### config.mk
export PLATFORM = sky130hd
export DESIGN_NAME = edge_symbol_splitter
export DESIGN_NICKNAME = d
export VERILOG_FILES = /design/src/sv/ess_pkg.sv /design/src/sv/ess_front.sv /design/src/sv/ess_wordq.sv /design/src/sv/ess_back.sv /design/src/sv/edge_symbol_splitter.sv
export SDC_FILE = /design/constraint.sdc
export NUM_CORES = 1
export LEC_CHECK = 0
export BUFFER_PORTS_ARGS = -buffer_cell sky130_fd_sc_hd__buf_2
export CAP_MARGIN = 20
export CORE_ASPECT_RATIO = 1.2
export CORE_MARGIN = 1
export CORE_UTILIZATION = 55
export CTS_CLUSTER_SIZE = 14
export DETAILED_ROUTE_END_ITERATION = 8
export PLACE_DENSITY = 0.82
export SYNTH_ARGS = -nofsm -noshare
export SYNTH_HDL_FRONTEND = slang
export SYNTH_SLANG_ARGS = --single-unit
### constraint.sdc
create_clock -name clk -period 5.21 [get_ports clk]
set_clock_uncertainty 0.05 [all_clocks]
set_input_delay 0.7815 -clock clk [delete_from_list [all_inputs] [get_ports clk]]
set_output_delay 0.7815 -clock clk [all_outputs]
set_load 0.05 [all_outputs]
### src/sv/ess_pkg.sv
// ----------------------------------------------------------------------------
// Edge symbol splitter package
// Request types, register indexes and the word descriptor shared by the
// front, the word queue and the back of the splitter.
// ----------------------------------------------------------------------------
package ess_pkg;

  // Lengths and indexes are sized for the largest supported word (32 bytes).
  localparam int LEN_W = 6;
  localparam int IDX_W = 5;

  // Configuration register indexes.
  localparam logic REG_MASK_LOW  = 1'b0;
  localparam logic REG_MASK_HIGH = 1'b1;

  localparam logic [7:0] SPACE_CHAR = 8'd32;

  typedef struct packed {
    logic [7:0] char_code;
    logic       end_of_text;
  } in_t;

  typedef struct packed {
    logic [7:0] out_char;
    logic       last;
    logic       overflow;
  } out_t;

  // One finished word: core is [lo, hi), bytes at or above hi are trailing.
  typedef struct packed {
    logic [LEN_W-1:0] len;
    logic [LEN_W-1:0] lo;
    logic [LEN_W-1:0] hi;
    logic             ovf;
  } desc_t;

  // Front to queue: buffer write and word commit.
  typedef struct packed {
    logic             wr_en;
    logic [IDX_W-1:0] wr_idx;
    logic [7:0]       wr_data;
    logic             commit;
    desc_t            desc;
  } fq_t;

  // Queue to back: oldest finished word and registered buffer read data.
  typedef struct packed {
    logic       avail;
    desc_t      desc;
    logic [7:0] rd_data;
  } qb_t;

  // Back to queue: read index and release of the oldest word.
  typedef struct packed {
    logic [IDX_W-1:0] rd_idx;
    logic             release_word;
  } bq_t;

endpackage

### src/sv/ess_front.sv
// ----------------------------------------------------------------------------
// Edge symbol splitter front
// Accepts text bytes, classifies them as blank or rigid, collects the word
// into the queue's write slot and commits a descriptor when the word ends.
// ----------------------------------------------------------------------------
module ess_front import ess_pkg::*; #(
  parameter int MAX_WORD = 24
) (
  input  logic        clk,
  input  logic        rst_n,
  input  logic        in_push,
  input  in_t         in_data,
  output logic        in_full,
  input  logic        cfg_we,
  input  logic        cfg_index,
  input  logic [63:0] cfg_data,
  input  logic        q_full,
  output fq_t         fq
);

  localparam int LW = $clog2(MAX_WORD + 1);

  logic [63:0]   mask_lo_r, mask_hi_r;
  logic [LW-1:0] len_r, len_nxt;
  logic [LW-1:0] lead_r, lead_nxt;
  logic [LW-1:0] trail_r, trail_nxt;
  logic          ovf_r, ovf_nxt;

  logic          accept;
  logic          blank;
  logic          rigid;
  logic          word_end;
  logic [LW-1:0] lo_w;
  logic [LW-1:0] hi_w;

  always_ff @(posedge clk) begin
    if (!rst_n) begin
      mask_lo_r <= '0;
      mask_hi_r <= '0;
    end else if (cfg_we) begin
      case (cfg_index)
        REG_MASK_LOW:  mask_lo_r <= cfg_data;
        REG_MASK_HIGH: mask_hi_r <= cfg_data;
        default: ;
      endcase
    end
  end

  always_comb begin
    blank = in_data.char_code inside {8'd9, 8'd10, 8'd11, 8'd12, 8'd13, 8'd32};
    if (in_data.char_code[7]) begin
      rigid = 1'b0;
    end else if (in_data.char_code[6]) begin
      rigid = mask_hi_r[in_data.char_code[5:0]];
    end else begin
      rigid = mask_lo_r[in_data.char_code[5:0]];
    end
  end

  assign accept   = in_push && !q_full;
  assign word_end = in_data.end_of_text || blank;
  assign in_full  = q_full;

  // A word made only of rigid symbols puts them all in the trailing group.
  assign hi_w = len_r - trail_r;
  assign lo_w = (trail_r == len_r) ? '0 : lead_r;

  always_comb begin
    len_nxt   = len_r;
    lead_nxt  = lead_r;
    trail_nxt = trail_r;
    ovf_nxt   = ovf_r;
    fq        = '0;
    fq.wr_idx  = IDX_W'(len_r);
    fq.wr_data = in_data.char_code;
    fq.desc.len = LEN_W'(len_r);
    fq.desc.lo  = LEN_W'(lo_w);
    fq.desc.hi  = LEN_W'(hi_w);
    fq.desc.ovf = ovf_r;
    if (accept) begin
      if (word_end) begin
        fq.commit = (len_r != '0);
        len_nxt   = '0;
        lead_nxt  = '0;
        trail_nxt = '0;
        ovf_nxt   = 1'b0;
      end else if (len_r < LW'(MAX_WORD)) begin
        fq.wr_en  = 1'b1;
        len_nxt   = len_r + LW'(1);
        trail_nxt = rigid ? trail_r + LW'(1) : '0;
        lead_nxt  = (rigid && lead_r == len_r) ? lead_r + LW'(1) : lead_r;
      end else begin
        ovf_nxt = 1'b1;
      end
    end
  end

  always_ff @(posedge clk) begin
    if (!rst_n) begin
      len_r   <= '0;
      lead_r  <= '0;
      trail_r <= '0;
      ovf_r   <= 1'b0;
    end else begin
      len_r   <= len_nxt;
      lead_r  <= lead_nxt;
      trail_r <= trail_nxt;
      ovf_r   <= ovf_nxt;
    end
  end

endmodule

### src/sv/ess_wordq.sv
// ----------------------------------------------------------------------------
// Edge symbol splitter word queue
// Two word slots: the front fills the tail slot while the back reads the
// oldest slot. Holds the byte memory and one descriptor per slot.
// ----------------------------------------------------------------------------
module ess_wordq import ess_pkg::*; #(
  parameter int MAX_WORD = 24
) (
  input  logic clk,
  input  logic rst_n,
  input  fq_t  fq,
  input  bq_t  bq,
  output logic q_full,
  output qb_t  qb
);

  localparam int IW    = (MAX_WORD > 1) ? $clog2(MAX_WORD) : 1;
  localparam int SLOTS = 2;

  logic [7:0] mem_r [SLOTS][MAX_WORD];
  desc_t      desc_r [SLOTS];
  logic [7:0] rd_data_r;
  logic       head_r, head_nxt;
  logic       tail_r, tail_nxt;
  logic [1:0] cnt_r, cnt_nxt;

  always_ff @(posedge clk) begin
    if (fq.wr_en) begin
      mem_r[tail_r][fq.wr_idx[IW-1:0]] <= fq.wr_data;
    end
    rd_data_r <= mem_r[head_r][bq.rd_idx[IW-1:0]];
  end

  always_ff @(posedge clk) begin
    if (fq.commit) begin
      desc_r[tail_r] <= fq.desc;
    end
  end

  always_comb begin
    head_nxt = head_r;
    tail_nxt = tail_r;
    cnt_nxt  = cnt_r;
    if (fq.commit) begin
      tail_nxt = ~tail_r;
    end
    if (bq.release_word) begin
      head_nxt = ~head_r;
    end
    case ({fq.commit, bq.release_word})
      2'b10:   cnt_nxt = cnt_r + 2'd1;
      2'b01:   cnt_nxt = cnt_r - 2'd1;
      default: cnt_nxt = cnt_r;
    endcase
  end

  always_ff @(posedge clk) begin
    if (!rst_n) begin
      head_r <= 1'b0;
      tail_r <= 1'b0;
      cnt_r  <= '0;
    end else begin
      head_r <= head_nxt;
      tail_r <= tail_nxt;
      cnt_r  <= cnt_nxt;
    end
  end

  assign q_full     = (cnt_r == 2'(SLOTS));
  assign qb.avail   = (cnt_r != '0);
  assign qb.desc    = desc_r[head_r];
  assign qb.rd_data = rd_data_r;

endmodule

### src/sv/ess_back.sv
// ----------------------------------------------------------------------------
// Edge symbol splitter back
// Walks the oldest finished word byte by byte and writes each byte, and the
// space that follows an edge symbol or the core, into the output register.
// ----------------------------------------------------------------------------
module ess_back import ess_pkg::*; (
  input  logic clk,
  input  logic rst_n,
  input  qb_t  qb,
  output bq_t  bq,
  input  logic out_pop,
  output logic out_empty,
  output out_t out_data
);

  localparam logic [1:0] S_IDLE  = 2'd0;
  localparam logic [1:0] S_READ  = 2'd1;
  localparam logic [1:0] S_CHAR  = 2'd2;
  localparam logic [1:0] S_SPACE = 2'd3;

  logic [1:0]       state_r, state_nxt;
  logic [LEN_W-1:0] idx_r, idx_nxt;
  logic             out_vld_r, out_vld_nxt;
  out_t             out_data_r, out_data_nxt;

  logic             load_ok;
  logic             is_final;
  logic             space;

  assign load_ok  = !out_vld_r || out_pop;
  assign is_final = (idx_r + LEN_W'(1) == qb.desc.len);
  assign space    = (idx_r < qb.desc.lo) || (idx_r >= qb.desc.hi) ||
                    (idx_r + LEN_W'(1) == qb.desc.hi);

  always_comb begin
    state_nxt       = state_r;
    idx_nxt         = idx_r;
    out_vld_nxt     = out_vld_r && !out_pop;
    out_data_nxt    = out_data_r;
    bq.rd_idx       = idx_r[IDX_W-1:0];
    bq.release_word = 1'b0;
    case (state_r)
      S_IDLE: begin
        idx_nxt = '0;
        if (qb.avail) begin
          state_nxt = S_READ;
        end
      end
      S_READ: begin
        state_nxt = S_CHAR;
      end
      S_CHAR: begin
        if (load_ok) begin
          out_vld_nxt           = 1'b1;
          out_data_nxt.out_char = qb.rd_data;
          out_data_nxt.last     = !space && is_final;
          out_data_nxt.overflow = qb.desc.ovf;
          if (space) begin
            state_nxt = S_SPACE;
          end else if (is_final) begin
            bq.release_word = 1'b1;
            state_nxt       = S_IDLE;
          end else begin
            idx_nxt   = idx_r + LEN_W'(1);
            state_nxt = S_READ;
          end
        end
      end
      S_SPACE: begin
        if (load_ok) begin
          out_vld_nxt           = 1'b1;
          out_data_nxt.out_char = SPACE_CHAR;
          out_data_nxt.last     = is_final;
          out_data_nxt.overflow = qb.desc.ovf;
          if (is_final) begin
            bq.release_word = 1'b1;
            state_nxt       = S_IDLE;
          end else begin
            idx_nxt   = idx_r + LEN_W'(1);
            state_nxt = S_READ;
          end
        end
      end
      default: begin
        state_nxt = S_IDLE;
      end
    endcase
  end

  always_ff @(posedge clk) begin
    if (!rst_n) begin
      state_r   <= S_IDLE;
      idx_r     <= '0;
      out_vld_r <= 1'b0;
    end else begin
      state_r   <= state_nxt;
      idx_r     <= idx_nxt;
      out_vld_r <= out_vld_nxt;
    end
  end

  always_ff @(posedge clk) begin
    out_data_r <= out_data_nxt;
  end

  assign out_empty = !out_vld_r;
  assign out_data  = out_data_r;

endmodule

### src/sv/edge_symbol_splitter.sv
// ----------------------------------------------------------------------------
// Edge symbol splitter top level
// The front collects words, a two-slot word queue decouples it from the
// back, and the back writes the split text one byte per request.
// ----------------------------------------------------------------------------
// The front accepts one text byte per cycle and holds full only while two
// finished words wait in the queue for the back. Per byte the back passes
// through S_READ and S_CHAR, and S_SPACE too when a space follows the byte,
// and returns to S_IDLE between words; this sequencer and its single buffer
// read port set the output rate. The user must write rigid masks through the
// configuration port only while the block is idle; it does not enforce this.
module edge_symbol_splitter import ess_pkg::*; #(
  parameter int MAX_WORD = 24
) (
  input  logic        clk,
  input  logic        rst_n,
  input  logic        in_push,
  input  in_t         in_data,
  output logic        in_full,
  output logic        out_empty,
  input  logic        out_pop,
  output out_t        out_data,
  input  logic        cfg_we,
  input  logic        cfg_index,
  input  logic [63:0] cfg_data
);

  fq_t  fq;
  qb_t  qb;
  bq_t  bq;
  logic q_full;

  ess_front #(.MAX_WORD(MAX_WORD)) u_front (
    .clk       (clk),
    .rst_n     (rst_n),
    .in_push   (in_push),
    .in_data   (in_data),
    .in_full   (in_full),
    .cfg_we    (cfg_we),
    .cfg_index (cfg_index),
    .cfg_data  (cfg_data),
    .q_full    (q_full),
    .fq        (fq)
  );

  ess_wordq #(.MAX_WORD(MAX_WORD)) u_wordq (
    .clk    (clk),
    .rst_n  (rst_n),
    .fq     (fq),
    .bq     (bq),
    .q_full (q_full),
    .qb     (qb)
  );

  ess_back u_back (
    .clk       (clk),
    .rst_n     (rst_n),
    .qb        (qb),
    .bq        (bq),
    .out_pop   (out_pop),
    .out_empty (out_empty),
    .out_data  (out_data)
  );

endmodule
==> results of run 1 <==
## flip-flops by register name, summed over array words and instances (netlist names), named ones only
signal	cells
u_front.lead_r	5
u_wordq.head_r	1
u_wordq.mem_r	384
u_front.mask_hi_r	64
u_wordq.tail_r	1
u_front.trail_r	5
u_wordq.rd_data_r	8
u_front.ovf_r	1
u_front.mask_lo_r	64
u_wordq.desc_r	32
u_back.out_vld_r	1
u_front.len_r	5
u_wordq.cnt_r	2
u_back.idx_r	6
u_back.out_data	10
u_back.state_r	2
## power groups by stage
stage                     sequential [uW]  clock, uW  combinational (uW)
after detailed placement             5230          0                 395
after floorplan                      5230          0                 222
after global placement               5230          0                 383
after global routing                 5130       4090                 433
final                                5130       3880                 403
after CTS                            5130       3910                 398
## worst register-to-register path, cell delays in order (launching register included)
cell,delay [ps]
dfxtp_2,430
buf_4,700
nand2_1,760
o221ai_1,610
o22ai_1,210
a211oi_1,310
a21oi_1,160
o32ai_1,260
## through the flow
stage / utilization / setup slack, ps / instance area, um^2
2_1_floorplan: - / 1130 / 24200
3_3_place_gp: 0.581 / 1310 / 25000
3_5_place_dp: 0.581 / 1220 / 25000
4_1_cts: 0.621 / 1750 / 26800
5_1_grt: 0.621 / 1550 / 26800
6_report: 0.621 / 1600 / 26800
## layout make-up
cell class	count	area, um^2	share of cell area
Tap cell	552	691	0.0258
Clock buffer	76	1530	0.0570
Clock inverter	21	193	0.00720
Timing Repair Buffer	112	631	0.0236
Sequential cell	592	16100	0.602
Inverter	23	88.8	0.00332
Multi-Input combinational cell	1003	7510	0.281
## worst max-delay path by stage
stage / startpoint / endpoint / cells after the start
after global routing: u_back.idx_r[0] / u_wordq.rd_data_r[5] / 7
after global placement: in_data[1] / u_wordq.mem_r[1][103] / 7
after detailed placement: in_data[1] / u_wordq.mem_r[1][38] / 7
after CTS: u_back.idx_r[0] / u_wordq.rd_data_r[5] / 7
final: u_back.idx_r[0] / u_wordq.rd_data_r[5] / 7
after floorplan: flip-flop / u_wordq.cnt_r[1] / 18
## routing by layer
layer / share of wire / routed length [um] / track usage / vias up
met1: 0.38 / 21500 / 0.327 / 7417
li1: - / - / - / 6580
met3: 0.087 / 4940 / 0.0423 / 185
met5: 0 / 0 / 0 / -
met4: 0.045 / 2560 / 0.117 / 0
met2: 0.49 / 27600 / 0.422 / 856
## kinds of logic after synthesis
family / after synthesis / synth area share
muxes: 196 / 0.136
and+or+nand+nor: 455 / 0.0786
DFF: 592 / 0.666
xor gates and xnor gates: 27 / 0.00978
buffers and inverters: 131 / 0.0237
AOI/OAI and AO/OA: 303 / 0.0740
adders and majority gates: 22 / 0.0117
## cell usage in the layout (no fill, tap or decap), types with 17 or more instances in the layout
master and instances:
a21oi_1 171, buf_2 89, buf_4 22, clkbuf_16 56
dfxtp_1 164, edfxtp_1 426, ha_1 21, inv_1 22
mux2_2 18, mux2i_1 74, mux4_2 103, nand2_1 294
nor2_1 84, o21ai_0 26, o22ai_1 26, xnor2_1 17
==> impl_metrics.ini, run 1 <==
[power]
p_sw_uw = 2000
p_seq_frac = 0.545
leakagePower_uw = 0.00862
power_frac_comb = 0.043
irDropWorstVdd_v = 0.000294
p_clk_frac = 0.412
swShare = 0.212
p_int_uw = 7420
p_per_area_nw_per_um2 = 352
power_uw = 9420

[critical_path]
critical-path-top-delay-family = compound AO/OA/AOI/OAI gates
cp.arrival_ps = 4030
worst-path-buf-inv = 1
end_kind = flip-flop
worstSetupPathType = flip-flop to flip-flop
reg2reg_from = u_back.idx_r[0]
path_max_fanout = 65
slowest_stage = buf_4
worstRegToRegCells = 7
reg2reg_to = u_wordq.rd_data_r[5]
crit_chain = buf_4 > nand2_1 > o221ai_1 > o22ai_1 > a211oi_1 > a21oi_1 > o32ai_1
start_kind = flip-flop
r2r_slack_ps = 1600
critPathRequiredTime_ps = 5630
cp_slowest_stage_delay_ps = 700

[timing]
report.final.setup_viol = 0
relSlewSlack = 0.312
hold_viol_final = 0
rsz0062_at_grt = false
fin_tns_setup_ps = 0
period_share = 0.693
fmax_mhz = 277
whs_ps = 390
tightest_slew_ps = 1030
period_needed_ps = 3610
final_max_slew_viol_count = 0

[logic_synthesis]
synth_top_area_cell = edfxtp_1
synth_most_common_cell = edfxtp_1
synth-main-ff-cell = edfxtp_1
synth.distinct_cells = 59
syn_nets = 1827
synthTopCellsByArea = edfxtp_1 (53%), dfxtp_1 (14%), mux4_2 (9.6%)
ys_seq_elements = 592
synth_enable_flop_cells = 426
synthCells = 1726
seq_area_frac_synth = 0.666
syn_avg_cell_area_um2 = 14.0
ys_warn_count = 0
netlist.area_leader.share = 0.529
synth_area_um2 = 24200
synthArstFlopShare = 0
netlist_top_cells_count = edfxtp_1 (426), nand2_1 (295), a21oi_1 (171)

[grt]
grt_antenna_before_repair = 0
grt.overflow.total = 0
grt_pass1_wl_um = 86000
globalRouteTotalUtil = 0.253
grt_pass1_vias = 14743
grt_max_degree = 129

[layout]
layout-drive-gt1-share = 0.174
synthToLayoutAreaGrowth_pct = 10.6
nFillCells = 2992
n_antenna_cell = 0
finalNetCount = 1887
stdcell_count = 2379

[cts]
worst_skew_pair.late_latency_ps = 600
clock-root-buffer = clkbuf_16
cts.reportedPaths.clkPinSlew_ps = 60
cts_tree = yes
cts_made_buffers = 54
cts_max_level = 2
ctsHoldBuffers = 0
cts_setup_buffers = 0
cts_num_sinks = 592
clockBufferDepth = 3
post_cts_resized = 0

[worst_hold_path]
hp-class = input pin to flip-flop
hold_path.startpoint = cfg_data[52]
whs_path_depth = 3
hold_end = u_front.mask_lo_r[52]

[die]
die_width_um = 193
core_area_um2 = 43100
die_h_um = 232
rows = 83
start_util = 0.561
ios = 91
dieArea_um2 = 44800

[route]
vias = 15038
drt_pass1_iterations = 7
antenna_left = 0
wl_per_cell_um = 23.8
drc = 3
viasPerCell = 6.32
drt_wl_total_um = 56600
drt_iter0_drc = 1804

[place]
portBuffers = 90
routabilityCongestion = 0.914
dp.cells = 2282
hpwl_um = 35300

[run]
maxCapViolCount = 0

[status]
outcome = complete, but fails checks
violations = DRC
Note: power is estimated with default switching activity, not from simulation.
==> inputs of run 2 (changes only) <==
Clock period 5.21 ns to 3.4 ns, I/O delays scaled along.
==> run 2 against run 1 <==
Against the previous run:
- the flow still finishes with violations (DRC)
- power rose by 54%
- largest power group unchanged
- global-route usage fell by 0.22 points
- worst setup slack got worse by 1500 ps
- die area did not move
- cell area rose by 1.6%
- flip-flop and latch count did not move
- sequential power rose by 53%
- register-to-register slack got worse by 1500 ps
- critical endpoint is now u_wordq.mem_r[1][79]
- worst hold slack got worse by 310 ps
- maximum frequency rose by 9.9%
==> impl_metrics.ini, run 2 (synthesized netlist as in run 1, its figures left out) <==
[timing]
hold_viol_final = 0
rsz0062_at_grt = false
fmax_mhz = 304
relSlewSlack = 0.414
report.final.setup_viol = 0
final_max_slew_viol_count = 0
period_share = 0.966
worst_slack_ps = 114
period_needed_ps = 3290
fin_tns_setup_ps = 0
tightest_slew_ps = 875

[power]
irDropWorstVdd_v = 0.000479
p_per_area_nw_per_um2 = 534
leakagePower_uw = 0.00887

[layout]
multiInputGateArea_um2 = 7540
largest_reg_flops = 384
finalNetCount = 1922
regArea_um2 = 16100
layout_commonest_cell = edfxtp_1
synthToLayoutAreaGrowth_pct = 12.4
layout-drive-gt1-share = 0.193
nFillCells = 2935
design_area_um2 = 27200
final_cell_mix = edfxtp_1 (426), nand2_1 (294), a21oi_1 (171)
n_antenna_cell = 0

[route]
wl_per_cell_um = 23.1
drt_wl_total_um = 55700
antenna_left = 0
vias = 14877
drt_pass1_iterations = 7
drc = 3
drt_iter0_drc = 1325
viasPerCell = 6.16

[critical_path]
crit_start = u_wordq.cnt_r[0]
cp_slowest_stage_delay_ps = 670
critical-path-top-delay-family = simple AND/OR/NAND/NOR gates
crit_top_cell = nor2b_1
start_kind = flip-flop
critPathRequiredTime_ps = 3580
worstSetupPathType = flip-flop to flip-flop
cp.arrival_ps = 3470
end_kind = flip-flop
reg2reg_from = u_wordq.cnt_r[0]
path_max_fanout = 10
crit_chain = nor2b_1 > nor2b_1 > a21boi_1 > and3b_1 > nand3_1 > buf_12 > nor2_1
worst-path-buf-inv = 1
slowest_stage = nor2_1

[die]
start_util = 0.561
dieArea_um2 = 44800
ios = 91
die_width_um = 193
rows = 83
core_area_um2 = 43100
die_h_um = 232

[grt]
globalRouteTotalUtil = 0.251
grt_pass1_vias = 14957
grt_max_degree = 86
grt.overflow.total = 0
grt_pass1_wl_um = 85500
grt_antenna_before_repair = 0

[place]
hpwl_um = 35200
routabilityCongestion = 0.858
portBuffers = 90
place_ws_ps = 20.0
placed_cell_area_um2 = 25500

[cts]
post_cts_resized = 0
ctsHoldBuffers = 0
cts_max_level = 2
cts_made_buffers = 54
worst_skew_pair.late_latency_ps = 620
cts_num_sinks = 592
cts_setup_buffers = 0
clockBufferDepth = 3
cts.reportedPaths.clkPinSlew_ps = 60
cts_tree = yes
clock-root-buffer = clkbuf_16

[worst_hold_path]
hold_path.startpoint = cfg_data[39]
hp-class = input pin to flip-flop

[status]
violations = DRC
outcome = complete, but fails checks

[run]
maxCapViolCount = 0
[run 2: cell types whose count changed in the layout (fill, tap and decap cells not counted), moves of 4 or more]
| cell | change |
|---|---|
| buf_12 | +10 |
| clkinv_1 | -5 |
| clkinv_2 | +4 |
| buf_4 | +25 |
[run 2: final timing paths]
check / to / slack, ps / cells past startpoint
max reg2reg: u_wordq.mem_r[1][79] / 110 / 7
min: u_front.mask_hi_r[39] / 80 / 3
max: u_wordq.mem_r[1][79] / 110 / 7
min reg2reg: u_front.mask_lo_r[63] / 400 / 2
[run 2: power by group]
group	switching, uW	total [uW]	internal (uW)	leakage, uW
sequential	50.8	7860	7810	0.00518
clock	2640	6020	3380	0.000853
combinational	404	626	222	0.00283
total	3090	14500	11400	0.00887
[run 2: cell type report]
cell class / instances / area share
Clock buffer: 76 / 0.0550
Clock inverter: 22 / 0.00865
Inverter: 23 / 0.00327
Multi-Input combinational cell: 1003 / 0.277
Sequential cell: 592 / 0.593
Tap cell: 552 / 0.0254
Timing Repair Buffer: 147 / 0.0375
[run 2: stage by stage]
step	utilization	total power, uW	std cells	hold slack (ps)
5_1_grt	0.631	14900	2415	85.1
3_5_place_dp	0.591	8630	2317	397
4_1_cts	0.631	14600	2415	60.0
3_3_place_gp	0.591	8610	2317	388
2_1_floorplan	-	8350	1726	376
6_report	0.631	14500	2415	83.9
[run 2: tightest hold or removal path, stage by stage]
cell and delay, ps:
buf_2 100, nand2_1 50, a21oi_1 50
[run 2: metal layers]
metal,wire [um],vias to the layer above,share of wire,global-route usage
met4,1900,0,0.034,0.107
met1,20800,7434,0.37,0.303
met3,3720,117,0.067,0.0340
met2,29200,668,0.52,0.452
li1,-,6658,-,-
met5,0,-,0,0
==> inputs of run 3 (changes only) <==
Settings changed: CORE_MARGIN 1 to unset, PLACE_DENSITY 0.82 to unset, PLACE_DENSITY_LB_ADDON set to 0.08.
==> run 3 against run 2 <==
Against the previous run:
- the run still ends with DRC left
- non-clock buffer count is 12 higher
- combinational power barely moved
- clock power barely moved
- clock-buffer cell count is 2 higher
- maximum frequency rose by 4.4%
- power about the same
- sequential power hardly changed
- via count down 3.6%
- critical path depth decreased by 2
- sequential share of layout area shrank 0.16 points
- largest power group unchanged
- largest cell class unchanged
- register-to-register slack improved by 140 ps
- cell count increased by 0.75%
==> impl_metrics.ini, run 3 (synthesized netlist as in run 1, its figures left out) <==
[status]
outcome = complete, but fails checks
violations = DRC

[route]
drt_pass1_iterations = 7
viasPerCell = 5.89
wl_per_cell_um = 22.7
drc = 6
vias = 14336
drt_iter0_drc = 899
drt_wl_total_um = 55100
antenna_left = 0

[cts]
cts_setup_buffers = 0
cts.reportedPaths.clkPinSlew_ps = 70
cts_made_buffers = 56
ctsHoldBuffers = 0
cts_tree = yes
worst_skew_pair.late_latency_ps = 600
post_cts_resized = 0
cts_num_sinks = 592
clockBufferDepth = 3
clock-root-buffer = clkbuf_16
cts_max_level = 2

[worst_hold_path]
hold_end = u_front.mask_lo_r[5]
whs_path_depth = 3
hold_path.startpoint = cfg_data[5]
hp-class = input pin to flip-flop

[layout]
design_area_um2 = 27300
layout_commonest_cell = edfxtp_1
largest_reg_flops = 384
layout-drive-gt1-share = 0.199
finalNetCount = 1936
final_cell_mix = edfxtp_1 (426), nand2_1 (294), a21oi_1 (171)
synthToLayoutAreaGrowth_pct = 12.7

[timing]
tightest_slew_ps = 1060
period_share = 0.926
relSlewSlack = 0.291
rsz0062_at_grt = false
report.final.setup_viol = 0
fin_tns_setup_ps = 0
hold_viol_final = 0
period_needed_ps = 3150
whs_ps = 105
final_max_slew_viol_count = 0
fmax_mhz = 318

[grt]
grt.overflow.total = 0
grt_pass1_vias = 14464
grt_max_degree = 79
grt_antenna_before_repair = 3
grt_pass1_wl_um = 85400
globalRouteTotalUtil = 0.252

[power]
power_uw = 14500
p_per_area_nw_per_um2 = 532
leakagePower_uw = 0.00890
p_sw_uw = 3050
p_seq_frac = 0.542
p_int_uw = 11400
p_clk_frac = 0.415
power_frac_comb = 0.043
irDropWorstVdd_v = 0.000459
swShare = 0.210

[critical_path]
reg2reg_to = u_wordq.rd_data_r[3]
crit_top_cell = mux4_2
worstSetupPathType = flip-flop to flip-flop
critical-path-top-delay-family = multiplexers
end_kind = flip-flop
worst-path-buf-inv = 1
worstRegToRegCells = 5
slowest_stage = mux4_2
cp_slowest_stage_delay_ps = 620
start_kind = flip-flop
cp.depth = 5
critPathRequiredTime_ps = 3800
crit_chain = buf_12 > mux4_2 > mux4_2 > a21oi_1 > o32ai_1
path_max_fanout = 78
r2r_slack_ps = 250
cp.arrival_ps = 3540

[die]
start_util = 0.561
die_h_um = 232
ios = 91
die_width_um = 193
dieArea_um2 = 44800
rows = 83
core_area_um2 = 43100

[place]
portBuffers = 90
routabilityCongestion = 0.846
placed_cell_area_um2 = 25500
hpwl_um = 36200

[run]
maxCapViolCount = 0
run 3: routing by layer:
layer	GRT usage	vias to the layer above	wire, um
met2	0.442	409	28000
met5	0	-	0
met3	0.0301	101	2850
li1	-	6678	-
met1	0.321	7148	22300
met4	0.106	0	2010
run 3: stage by stage:
stage | instances | worst slack [ps] | util
6_report | 2433 | 252 | 0.633
5_1_grt | 2430 | 131 | 0.632
4_1_cts | 2430 | 287 | 0.632
3_5_place_dp | 2329 | 193 | 0.592
3_3_place_gp | 2329 | 264 | 0.592
2_1_floorplan | 1726 | -183 | -
run 3: cell type report:
cell class                      count  area, um^2
Multi-Input combinational cell   1003        7540
Timing Repair Buffer              159        1060
Tap cell                          552         691
Clock buffer                       78        1600
Antenna cell                        3        7.51
Clock inverter                     23         160
Inverter                           23        88.8
Sequential cell                   592       16100
Fill cell                        3271       15800
run 3: how the worst max path moves through the flow:
stage,from,endpoint,slack (ps)
after global routing,flip-flop,u_wordq.cnt_r[1],130
after CTS,flip-flop,u_wordq.rd_data_r[3],290
final,flip-flop,u_wordq.rd_data_r[3],250
after detailed placement,in_data[1],u_wordq.mem_r[0][139],190
after floorplan,flip-flop,u_wordq.cnt_r[1],-180
after global placement,in_data[1],u_wordq.mem_r[0][110],260
run 3: power by group through the flow:
stage	Sequential (uW)	Clock, uW	Combinational, uW
floorplan	8010	0	342
global placement	8010	0	617
detailed placement	8020	0	629
CTS	7860	6120	631
global route	7870	6370	685
finish	7860	6010	626
run 3: worst min-delay path: stages:
cell and delay, ps:
buf_2 100, nand2_1 50, a21oi_1 50
